--- src/sv/sfr_pkg.sv ---
`default_nettype none

package sfr_pkg;

	localparam logic [7:0]  SYNC_FIRST  = 8'hA5;
	localparam logic [7:0]  SYNC_SECOND = 8'h5A;
	localparam logic [7:0]  TAIL_BYTE   = 8'hFF;
	localparam logic [15:0] CRC_INIT    = 16'hFFFF;
	localparam logic [15:0] CRC_POLY    = 16'hA001;

	// result buffer entries
	localparam int BUF_DEPTH = 2;

	typedef enum logic [1:0] {
		KIND_PAYLOAD = 2'd0,
		KIND_GOOD    = 2'd1,
		KIND_CRC_ERR = 2'd2,
		KIND_TAIL    = 2'd3
	} kind_t;

	typedef struct packed {
		kind_t      kind;
		logic [7:0] payload_byte;
		logic [7:0] frame_cmd;
		logic [7:0] frame_len;
	} result_t;

	// CRC-16/MODBUS, one byte, LSB first
	function automatic logic [15:0] crc_add(input logic [15:0] crc, input logic [7:0] b);
		logic [15:0] c;
		c = crc ^ {8'h00, b};
		for (int k = 0; k < 8; k++) begin
			if (c[0]) begin
				c = (c >> 1) ^ CRC_POLY;
			end else begin
				c = c >> 1;
			end
		end
		return c;
	endfunction

endpackage

`default_nettype wire

--- src/sv/sfr_parser.sv ---
`default_nettype none

module sfr_parser (
	input  wire logic            clk,
	input  wire logic            arst_n,
	input  wire logic            byte_valid,
	input  wire logic [7:0]      rx_byte,
	output logic                 res_valid,
	output sfr_pkg::result_t     res
);

	typedef enum logic [2:0] {
		PH_HUNT     = 3'd0,
		PH_SYNC2    = 3'd1,
		PH_LEN      = 3'd2,
		PH_CMD      = 3'd3,
		PH_PAYLOAD  = 3'd4,
		PH_CRC_HI   = 3'd5,
		PH_CRC_LO   = 3'd6,
		PH_TAIL     = 3'd7
	} phase_t;

	phase_t      phase_q, phase_d;
	logic [7:0]  len_q, len_d;
	logic [7:0]  cmd_q, cmd_d;
	logic [7:0]  cnt_q, cnt_d;
	logic [15:0] crc_q, crc_d;
	logic [7:0]  crc_hi_q, crc_hi_d;
	logic [15:0] crc_upd;
	logic [15:0] crc_restart;
	logic [7:0]  cnt_inc;
	logic        is_sync1;

	assign crc_upd     = sfr_pkg::crc_add(crc_q, rx_byte);
	assign crc_restart = sfr_pkg::crc_add(sfr_pkg::CRC_INIT, sfr_pkg::SYNC_FIRST);
	assign cnt_inc     = cnt_q + 8'd1;
	assign is_sync1    = (rx_byte == sfr_pkg::SYNC_FIRST);

	always_comb begin
		phase_d          = phase_q;
		len_d            = len_q;
		cmd_d            = cmd_q;
		cnt_d            = cnt_q;
		crc_d            = crc_q;
		crc_hi_d         = crc_hi_q;
		res_valid        = 1'b0;
		res.kind         = sfr_pkg::KIND_PAYLOAD;
		res.payload_byte = 8'h00;
		res.frame_cmd    = cmd_q;
		res.frame_len    = len_q;
		case (phase_q)
			PH_HUNT: begin
				if (is_sync1) begin
					phase_d = PH_SYNC2;
					crc_d   = crc_restart;
				end
			end
			PH_SYNC2: begin
				if (rx_byte == sfr_pkg::SYNC_SECOND) begin
					phase_d = PH_LEN;
					crc_d   = crc_upd;
				end else if (is_sync1) begin
					crc_d = crc_restart;
				end else begin
					phase_d = PH_HUNT;
				end
			end
			PH_LEN: begin
				len_d   = rx_byte;
				crc_d   = crc_upd;
				phase_d = PH_CMD;
			end
			PH_CMD: begin
				cmd_d   = rx_byte;
				crc_d   = crc_upd;
				cnt_d   = 8'd0;
				phase_d = (len_q == 8'd0) ? PH_CRC_HI : PH_PAYLOAD;
			end
			PH_PAYLOAD: begin
				crc_d            = crc_upd;
				cnt_d            = cnt_inc;
				if (cnt_inc == len_q) begin
					phase_d = PH_CRC_HI;
				end
				res_valid        = 1'b1;
				res.payload_byte = rx_byte;
			end
			PH_CRC_HI: begin
				crc_hi_d = rx_byte;
				phase_d  = PH_CRC_LO;
			end
			PH_CRC_LO: begin
				if ({crc_hi_q, rx_byte} == crc_q) begin
					phase_d = PH_TAIL;
				end else begin
					res_valid = 1'b1;
					res.kind  = sfr_pkg::KIND_CRC_ERR;
					if (is_sync1) begin
						phase_d = PH_SYNC2;
						crc_d   = crc_restart;
					end else begin
						phase_d = PH_HUNT;
					end
				end
			end
			PH_TAIL: begin
				res_valid = 1'b1;
				if (rx_byte == sfr_pkg::TAIL_BYTE) begin
					res.kind = sfr_pkg::KIND_GOOD;
					phase_d  = PH_HUNT;
				end else begin
					res.kind = sfr_pkg::KIND_TAIL;
					if (is_sync1) begin
						phase_d = PH_SYNC2;
						crc_d   = crc_restart;
					end else begin
						phase_d = PH_HUNT;
					end
				end
			end
			default: begin
				phase_d = PH_HUNT;
			end
		endcase
		if (!byte_valid) begin
			res_valid = 1'b0;
		end
	end

	always_ff @(posedge clk or negedge arst_n) begin
		if (!arst_n) begin
			phase_q  <= PH_HUNT;
			len_q    <= 8'd0;
			cmd_q    <= 8'd0;
			cnt_q    <= 8'd0;
			crc_q    <= sfr_pkg::CRC_INIT;
			crc_hi_q <= 8'd0;
		end else if (byte_valid) begin
			phase_q  <= phase_d;
			len_q    <= len_d;
			cmd_q    <= cmd_d;
			cnt_q    <= cnt_d;
			crc_q    <= crc_d;
			crc_hi_q <= crc_hi_d;
		end
	end

endmodule

`default_nettype wire

--- src/sv/sfr_out_buf.sv ---
`default_nettype none

module sfr_out_buf (
	input  wire logic              clk,
	input  wire logic              arst_n,
	input  wire logic              push,
	input  wire sfr_pkg::result_t  push_data,
	output logic                   not_full,
	output logic                   out_valid,
	input  wire logic              out_ready,
	output sfr_pkg::result_t       out_data
);

	sfr_pkg::result_t mem_q [sfr_pkg::BUF_DEPTH];
	logic             wr_ptr_q;
	logic             rd_ptr_q;
	logic [1:0]       count_q;
	logic             pop;

	assign out_valid = (count_q != 2'd0);
	assign not_full  = (count_q != 2'(sfr_pkg::BUF_DEPTH));
	assign pop       = out_valid && out_ready;
	assign out_data  = mem_q[rd_ptr_q];

	always_ff @(posedge clk) begin
		if (push) begin
			mem_q[wr_ptr_q] <= push_data;
		end
	end

	always_ff @(posedge clk or negedge arst_n) begin
		if (!arst_n) begin
			wr_ptr_q <= 1'b0;
			rd_ptr_q <= 1'b0;
			count_q  <= 2'd0;
		end else begin
			if (push) begin
				wr_ptr_q <= ~wr_ptr_q;
			end
			if (pop) begin
				rd_ptr_q <= ~rd_ptr_q;
			end
			case ({push, pop})
				2'b10:   count_q <= count_q + 2'd1;
				2'b01:   count_q <= count_q - 2'd1;
				default: count_q <= count_q;
			endcase
		end
	end

endmodule

`default_nettype wire

--- src/sv/sync_frame_receiver_crc16_top.sv ---
// A result is written into the result buffer when the byte that causes it is taken, then offered on m_axis.
// One byte per cycle unless the buffer is full; parser state and byte-wide CRC update on each byte.
// A two-entry result buffer keeps s_axis_tready high while one result waits downstream.
// Reset (arst_n low, asynchronous): hunting for A5, CRC FFFF, result buffer empty.
`default_nettype none

module sync_frame_receiver_crc16_top (
	input  wire logic        clk,
	input  wire logic        arst_n,
	input  wire logic        s_axis_tvalid,
	output logic             s_axis_tready,
	input  wire logic [7:0]  s_axis_tdata,   // [7:0] rx_byte
	output logic             m_axis_tvalid,
	input  wire logic        m_axis_tready,
	output logic [23:0]      m_axis_tdata,   // [7:0] payload_byte, [15:8] frame_cmd, [23:16] frame_len
	output logic [1:0]       m_axis_tuser    // [1:0] kind
);

	logic             accept;
	logic             res_valid;
	sfr_pkg::result_t res;
	sfr_pkg::result_t out_res;

	assign accept = s_axis_tvalid && s_axis_tready;

	sfr_parser u_parser (
		.clk       (clk),
		.arst_n    (arst_n),
		.byte_valid(accept),
		.rx_byte   (s_axis_tdata),
		.res_valid (res_valid),
		.res       (res)
	);

	sfr_out_buf u_out_buf (
		.clk       (clk),
		.arst_n    (arst_n),
		.push      (res_valid),
		.push_data (res),
		.not_full  (s_axis_tready),
		.out_valid (m_axis_tvalid),
		.out_ready (m_axis_tready),
		.out_data  (out_res)
	);

	assign m_axis_tdata = {out_res.frame_len, out_res.frame_cmd, out_res.payload_byte};
	assign m_axis_tuser = out_res.kind;

endmodule

`default_nettype wire
--- config.mk ---
export PLATFORM = sky130hd
export DESIGN_NAME = sync_frame_receiver_crc16_top
export DESIGN_NICKNAME = d
export VERILOG_FILES = /design/src/sv/sfr_pkg.sv /design/src/sv/sfr_parser.sv /design/src/sv/sfr_out_buf.sv /design/src/sv/sync_frame_receiver_crc16_top.sv
export SDC_FILE = /design/constraint.sdc
export NUM_CORES = 1
export LEC_CHECK = 0
export ABC_AREA = 1
export BUFFER_PORTS_ARGS = -buffer_cell sky130_fd_sc_hd__buf_4
export CORE_ASPECT_RATIO = 1.5
export CORE_MARGIN = 2
export CORE_UTILIZATION = 41
export DETAILED_ROUTE_END_ITERATION = 8
export GPL_TIMING_DRIVEN = 1
export PLACE_DENSITY_LB_ADDON = 0.12
export SLEW_MARGIN = 20
export SYNTH_ARGS = -nofsm -noshare
export SYNTH_HDL_FRONTEND = slang
export SYNTH_SLANG_ARGS = --single-unit
export TNS_END_PERCENT = 30
--- constraint.sdc ---
create_clock -name clk -period 3.2 [get_ports clk]
set_clock_uncertainty 0.2 [all_clocks]
set_input_delay 0.16 -clock clk [delete_from_list [all_inputs] [get_ports clk]]
set_output_delay 0.16 -clock clk [all_outputs]
set_load 0.005 [all_outputs]
---- Word-level counts from Yosys, hierarchy flattened ----
Memory sizes are Yosys's and may differ from the RTL's.
Cells that the tools add are included.
storage, ports and cells
  register bits after elaboration ......... 55
  latch bits .............................. 0
  RAM bits ................................ 52
  ROM bits ................................ 0
  output and inout bits ................... 28
  logic and storage cells ................. 93
  memories kept ........................... 1
memories
  name             depth  width  read ports  clocked after memory_dff  wr ports  RTL line           text
  u_out_buf.mem_q  2      26     1           0                         1         sfr_out_buf.sv:14  sfr_pkg::result_t mem_q [sfr_pkg::BUF_DEPTH];
cells by class
  add/subtract/negate cells ............... 3
  multiply operators ...................... 0
  div/mod/pow operators ................... 0
  order comparisons ....................... 0
  equality and inequality tests ........... 20
  shift operators ......................... 0
  muxes and demuxes ....................... 33
  bitwise operators ....................... 11
  reductions and logical operators ........ 16
operator list
  operator                                                         count
  16-bit two-way mux                                               12
  16-bit case mux with 5 select lines                              1
  2-bit inverter with 3-bit output                                 8
  3-bit case mux with 8 select lines                               1
  3-bit two-way mux                                                6
  16-bit == test                                                   1
  8-bit == test, second input constant                             2
  8-bit case mux with 2 select lines                               1
  16-bit by 8-bit bitwise XOR with 16-bit output                   1
  3-bit == test, second input constant                             4
  8-bit by 1-bit adder with 8-bit output, second input constant    1
  8-bit by 7-bit == test with 1-bit output, second input constant  1
  8-bit == test                                                    1
  8-bit logical NOT                                                1
  8-bit two-way mux                                                1
  2-bit case mux with 2 select lines                               2
  2-bit AND reduction                                              4
  4-bit AND reduction                                              2
  3-bit by 2-bit == test with 1-bit output, second input constant  2
  1-bit two-way mux                                                6
  2-bit inequality test, second input constant                     3
  2-bit nonzero test                                               3
  5-bit nonzero test                                               1
  2-bit two-way mux                                                2
  other kinds (13)                                                 16

---- Logic depth before layout (Yosys ltp) ----
  depth after elaboration ................. 19
  mapped depth ............................ 16

---- Modules after synthesis ----
Synthesis repeated with hierarchy kept, for this count alone.
second synthesis, totals
  cell total of the unflattened synthesis .. 576
  area, all modules ....................... 5,238.8 um^2
by module, submodules not included
  module                         instances  cells each  area an instance (um^2)  seq. area each (um^2)
  sfr_parser                     1          410         3,083.0                  1,296.2
  sfr_out_buf                    1          164         2,148.3                  1,661.6
  sync_frame_receiver_crc16_top  1          2           7.5                      0.0

---- Least setup slack after synthesis ----
OpenSTA, ideal clock, no wires.
  kind .................................... reg-to-reg
  start point ............................. reg u_parser.crc_q[7]
  end point ............................... mem u_out_buf.mem_q[1][0] in the netlist's numbering (enable)
  library setup time ...................... 410 ps
  data arrival time ....................... 2,618 ps
  required time ........................... 2,590 ps
  setup slack ............................. -28 ps
  stages on the path, launching flop included .. 13
  buffers on the path ..................... 0
  period minus slack after synthesis ...... 3,228 ps
  path through ............................ dfstp_2 > xor2_1 > inv_1 > ha_1 > nand2_1 > nor2_1 > nand3_1 > nor2_1 > nand2_1 > nand2_1 > nand3_1 > nand2_1 > nor2_1
on the way
  longest elaborated chain between the ends .. 6
ends and longest elaborated chain
  what                                     RTL line           text
  start: declaration                       sfr_parser.sv:27   logic [15:0] crc_q, crc_d;
  start signal: assignment                 sfr_parser.sv:136  crc_q <= sfr_pkg::CRC_INIT;
  start signal: assignment                 sfr_parser.sv:143  crc_q <= crc_d;
  16-bit == test                           sfr_parser.sv:93   if ({crc_hi_q, rx_byte} == crc_q) begin
  1-bit two-way mux                        sfr_parser.sv:93
  1-bit case mux with 2 select lines       sfr_parser.sv:51   case (phase_q)
  1-bit two-way mux                        sfr_parser.sv:125  if (!byte_valid) begin
  1-bit two-way mux                        sfr_out_buf.sv:26  if (push) begin
  1-bit two-way mux (not written as such)  sfr_out_buf.sv:27  mem_q[wr_ptr_q] <= push_data;
  end: declaration                         sfr_out_buf.sv:14
Every way passes these cells.

---- Final worst setup path ----
  start point ............................. in s_axis_tdata[4]
  end point ............................... reg u_out_buf.count_q[1]
on the way
  longest elaborated chain between the ends .. 6
  elaborated cells between the ends (all ways) .. 8
  those cells by class .................... 3 x eq/ne; 4 x mux; 1 x reduce/logical
ends and longest elaborated chain
  what                                                                       RTL line                             text
  start: declaration                                                         sync_frame_receiver_crc16_top.sv:12  input wire logic [7:0] s_axis_tdata,
  16-bit == test *                                                           sfr_parser.sv:93
  1-bit two-way mux *                                                        sfr_parser.sv:93
  1-bit case mux with 2 select lines *                                       sfr_parser.sv:51
  1-bit two-way mux *                                                        sfr_parser.sv:125
  2-bit by 1-bit == test with 1-bit output or 2-bit == test (tied branches)  sfr_out_buf.sv:43                    case ({push, pop})
  2-bit case mux with 2 select lines or 2-bit nonzero test (tied branches)   n/a
  end signal: assignment                                                     sfr_out_buf.sv:44                    2'b10: count_q <= count_q + 2'd1;
  end signal: assignment                                                     sfr_out_buf.sv:45                    2'b01: count_q <= count_q - 2'd1;
  end signal: assignment                                                     sfr_out_buf.sv:46                    default: count_q <= count_q;
  end: declaration                                                           sfr_out_buf.sv:17                    logic [1:0] count_q;
Every way passes the cells marked *; elsewhere a longest branch is shown, timed or not.
A chain may end at the register's enable or synchronous reset.

==> out/metrics.yaml <==
ff2ff_path_depth: 15
grt_usage_pct: 18.2
insertion_delay_ps: 350
drtAntennaViolNets: 0
synth_area_um2: 5190
fin_crit_sh_pct: 87.3
cts.repair.resized: 0
min_to: "u_parser.crc_hi_q[6]$_DFFE_PN0P_"
async_flop_share_pct: 51.4
clk_pin_slew_ps: 80
cts.sinks: 107
wl_per_cell_um: 14.5
synth_area_leaders: "edfxtp_1 (30%), dfrtp_1 (19%), nand2_1 (15%)"
grt_overflow_total: 0
power.total_mw: 6.02
viasPerCell: 5.02
syn2layout_area_growth_pct: 15.7
status: "completed"
htree_levels: 3
synth_nets: 602
cts_buffers: 9
dp.cells: 770
rrSetupSlack_ps: 490
io_buffers: 39
vias: 3988
fin_cells: 794
synth.avg_cell_area_um2: 8.89
drive_gt1_share_pct: 16.1
dp_slack_ps: 517
seq_area_frac_synth_pct: 57.0
r2r-start: "u_parser.crc_q[7]$_DFFE_PN1P_"
drt_iter0_drc: 180
dieArea_um2: 13600
reg2reg_to: "u_out_buf.count_q[1]$_DFFE_PN0P_"
hp-start: "s_axis_tdata[6]"
clockBufferDepth: 2
n_antenna_cell: 0
synth_enable_flop_cells: 52
power_density_nw_per_um2: 1000
period_needed_ps: 2790
hold_buffers: 8
power_leakage_nw: 2.71
cts_setup_buffers: 0
dieWidth_um: 95.9
antenna_found_initial: 0
fp-row-count: 50
critPathKind: "in2reg"
maxSlewHeadroom_pct: 46.2
synth_ff_type: "edfxtp_1"
hold_path_depth: 3
synth_largest_area_cell: "edfxtp_1"
yosysUniqueCellTypes: 39
cts_tree: "yes"
yosysTopAreaCellShare_pct: 30.1
die_h_um: 142
gp_congestion: 0.847
maxSlewViolCount: 0
io_pins: 40
vdd_drop_max_uv: 494
rsz0062_at_grt: "no"
cp-start-kind: "primary input"
clock.fmax_mhz: 358
nNetsFinal: 651
drc: 0
arrival_ps: 2820
first_global_vias: 3805
final-setup-viol-count: 0
grt_start_max_net_pins: 56
synth-seq-cells: 107
end_kind: "flip-flop"
required_ps: 3220
core_um2: 12400
root_buffer: "clkbuf_16"
drv_cap: 0
first_pass_iters: 4
fin_util_pct: 48.3
wirelength_um: 11500
worstPathMaxFanout: 6
grt_pass1_wl_um: 18800
ys_warn_count: 0
worstMarginPinSlew_ps: 803
setup_ws_ps: 406
n_fill_cell: 1206
netlist_instances: 584
worstHoldPathType: "in2reg"
finalHoldViolCount: 0
hpwl_um: 8350
start_util_pct: 41.7
worst max-delay path by stage:
| stage | endpoint | depth (start not counted) | from |
|---|---|---|---|
| final | u_out_buf.count_q[1]$_DFFE_PN0P_ | 18 | s_axis_tdata[4] |
| after floorplan | u_out_buf.mem_q[0][0]$_DFFE_PP_ | 12 | u_parser.crc_q[7]$_DFFE_PN1P_ |
| after CTS | u_out_buf.count_q[1]$_DFFE_PN0P_ | 18 | s_axis_tdata[4] |
| after detailed placement | u_out_buf.count_q[1]$_DFFE_PN0P_ | 15 | u_parser.crc_q[7]$_DFFE_PN1P_ |
| after global routing | u_out_buf.count_q[1]$_DFFE_PN0P_ | 18 | s_axis_tdata[4] |
| after global placement | u_out_buf.count_q[1]$_DFFE_PN0P_ | 14 | u_parser.crc_q[5]$_DFFE_PN1P_ |
layer usage:
metal  vias to the layer above  global-route usage (%)  wire [um]
met4                         0                    7.29        230
li1                       2006                       -          -
met5                         -                       0          0
met1                      1895                    20.5       4600
met2                        70                    33.8       6410
met3                        17                    2.18        264
cell usage in the layout (no fill, tap or decap), drive strengths merged:
cell type / synthesis / layout
nand3b: 2 / 2
nand3: 36 / 36
inv: 62 / 64
ha: 6 / 6
nand2: 215 / 215
o21ai: 51 / 51
dlygate4sd3: 0 / 8
xnor2: 8 / 8
xor2: 8 / 8
clkinv: 2 / 5
and2: 1 / 1
dfstp: 16 / 16
clkbuf: 7 / 10
buf: 6 / 43
nor2: 36 / 36
edfxtp: 52 / 52
a31oi: 1 / 1
nor3: 7 / 7
o211ai: 3 / 3
nand4: 10 / 10
a21oi: 9 / 9
o22ai: 5 / 5
nor4: 2 / 2
dfrtp: 39 / 39
clkinvlp: 0 / 1
critical path: stages:
cell,delay (ps)
dlygate4sd3_1,530
buf_4,160
inv_1,200
nand2_1,80
nand2_1,110
ha_1,190
nand2_1,60
nor2_1,80
nand3_1,70
nor2_1,150
nand2_1,80
nand2_1,80
nand3_1,90
nand2_1,140
ha_1,270
a21oi_1,110
o21ai_0,100
xor2_1,150
kinds of logic (layout without fill, tap and decap cells):
group	after synthesis	count (layout)	share of synthesized area, %
fa+ha+maj	6	6	1.45
buf+inv	77	131	6.27
flops	107	107	57.0
simple gates	309	309	25.5
xor+xnor	16	16	2.70
compound gates	69	69	7.16
through the flow:
stage	setup TNS (ps)	hold slack (ps)	area [um2]
finish	0	40.6	6010
global route	0	101	6010
CTS	0	41.0	6010
detailed placement	0	66.6	5640
global placement	0	61.2	5640
floorplan	-298	-336	5190
Yosys cell counts, types with 6 or more instances:
master    instances
nand2_1         212
inv_1            53
edfxtp_1         52
o21ai_0          43
dfrtp_1          39
nand3_1          35
nor2_1           28
dfstp_2          16
nand4_1          10
xnor2_1           8
xor2_1            8
a21oi_1           7
clkbuf_1          7
inv_2             7
o21ai_1           7
ha_1              6
nor3_1            6
registers in the layout, indices dropped and copies added, names as in the netlist:
register,flops
u_out_buf.mem_q,52
u_parser.crc_q,16
u_parser.cnt_q,8
u_out_buf.rd_ptr_q,1
u_parser.cmd_q,8
u_parser.crc_hi_q,8
u_parser.phase_q,3
u_out_buf.count_q,2
u_out_buf.wr_ptr_q,1
u_parser.len_q,8
power by group:
part | internal [mW] | switching (mW) | total (mW)
registers | 2.10 | 0.397 | 2.50
logic | 0.942 | 1.51 | 2.45
clock network | 0.546 | 0.523 | 1.07
layout make-up:
| type | count | area (um2) | area share (%) |
|---|---|---|---|
| multi-input combinational | 400 | 1910 | 31.8 |
| inverter | 64 | 249 | 4.14 |
| sequential | 107 | 2960 | 49.2 |
| timing repair buffer | 51 | 403 | 6.71 |
| clock buffer | 10 | 229 | 3.81 |
| tap | 156 | 195 | 3.25 |
| clock inverter | 6 | 61.3 | 1.02 |
Power figures use the tool's default switching activity.
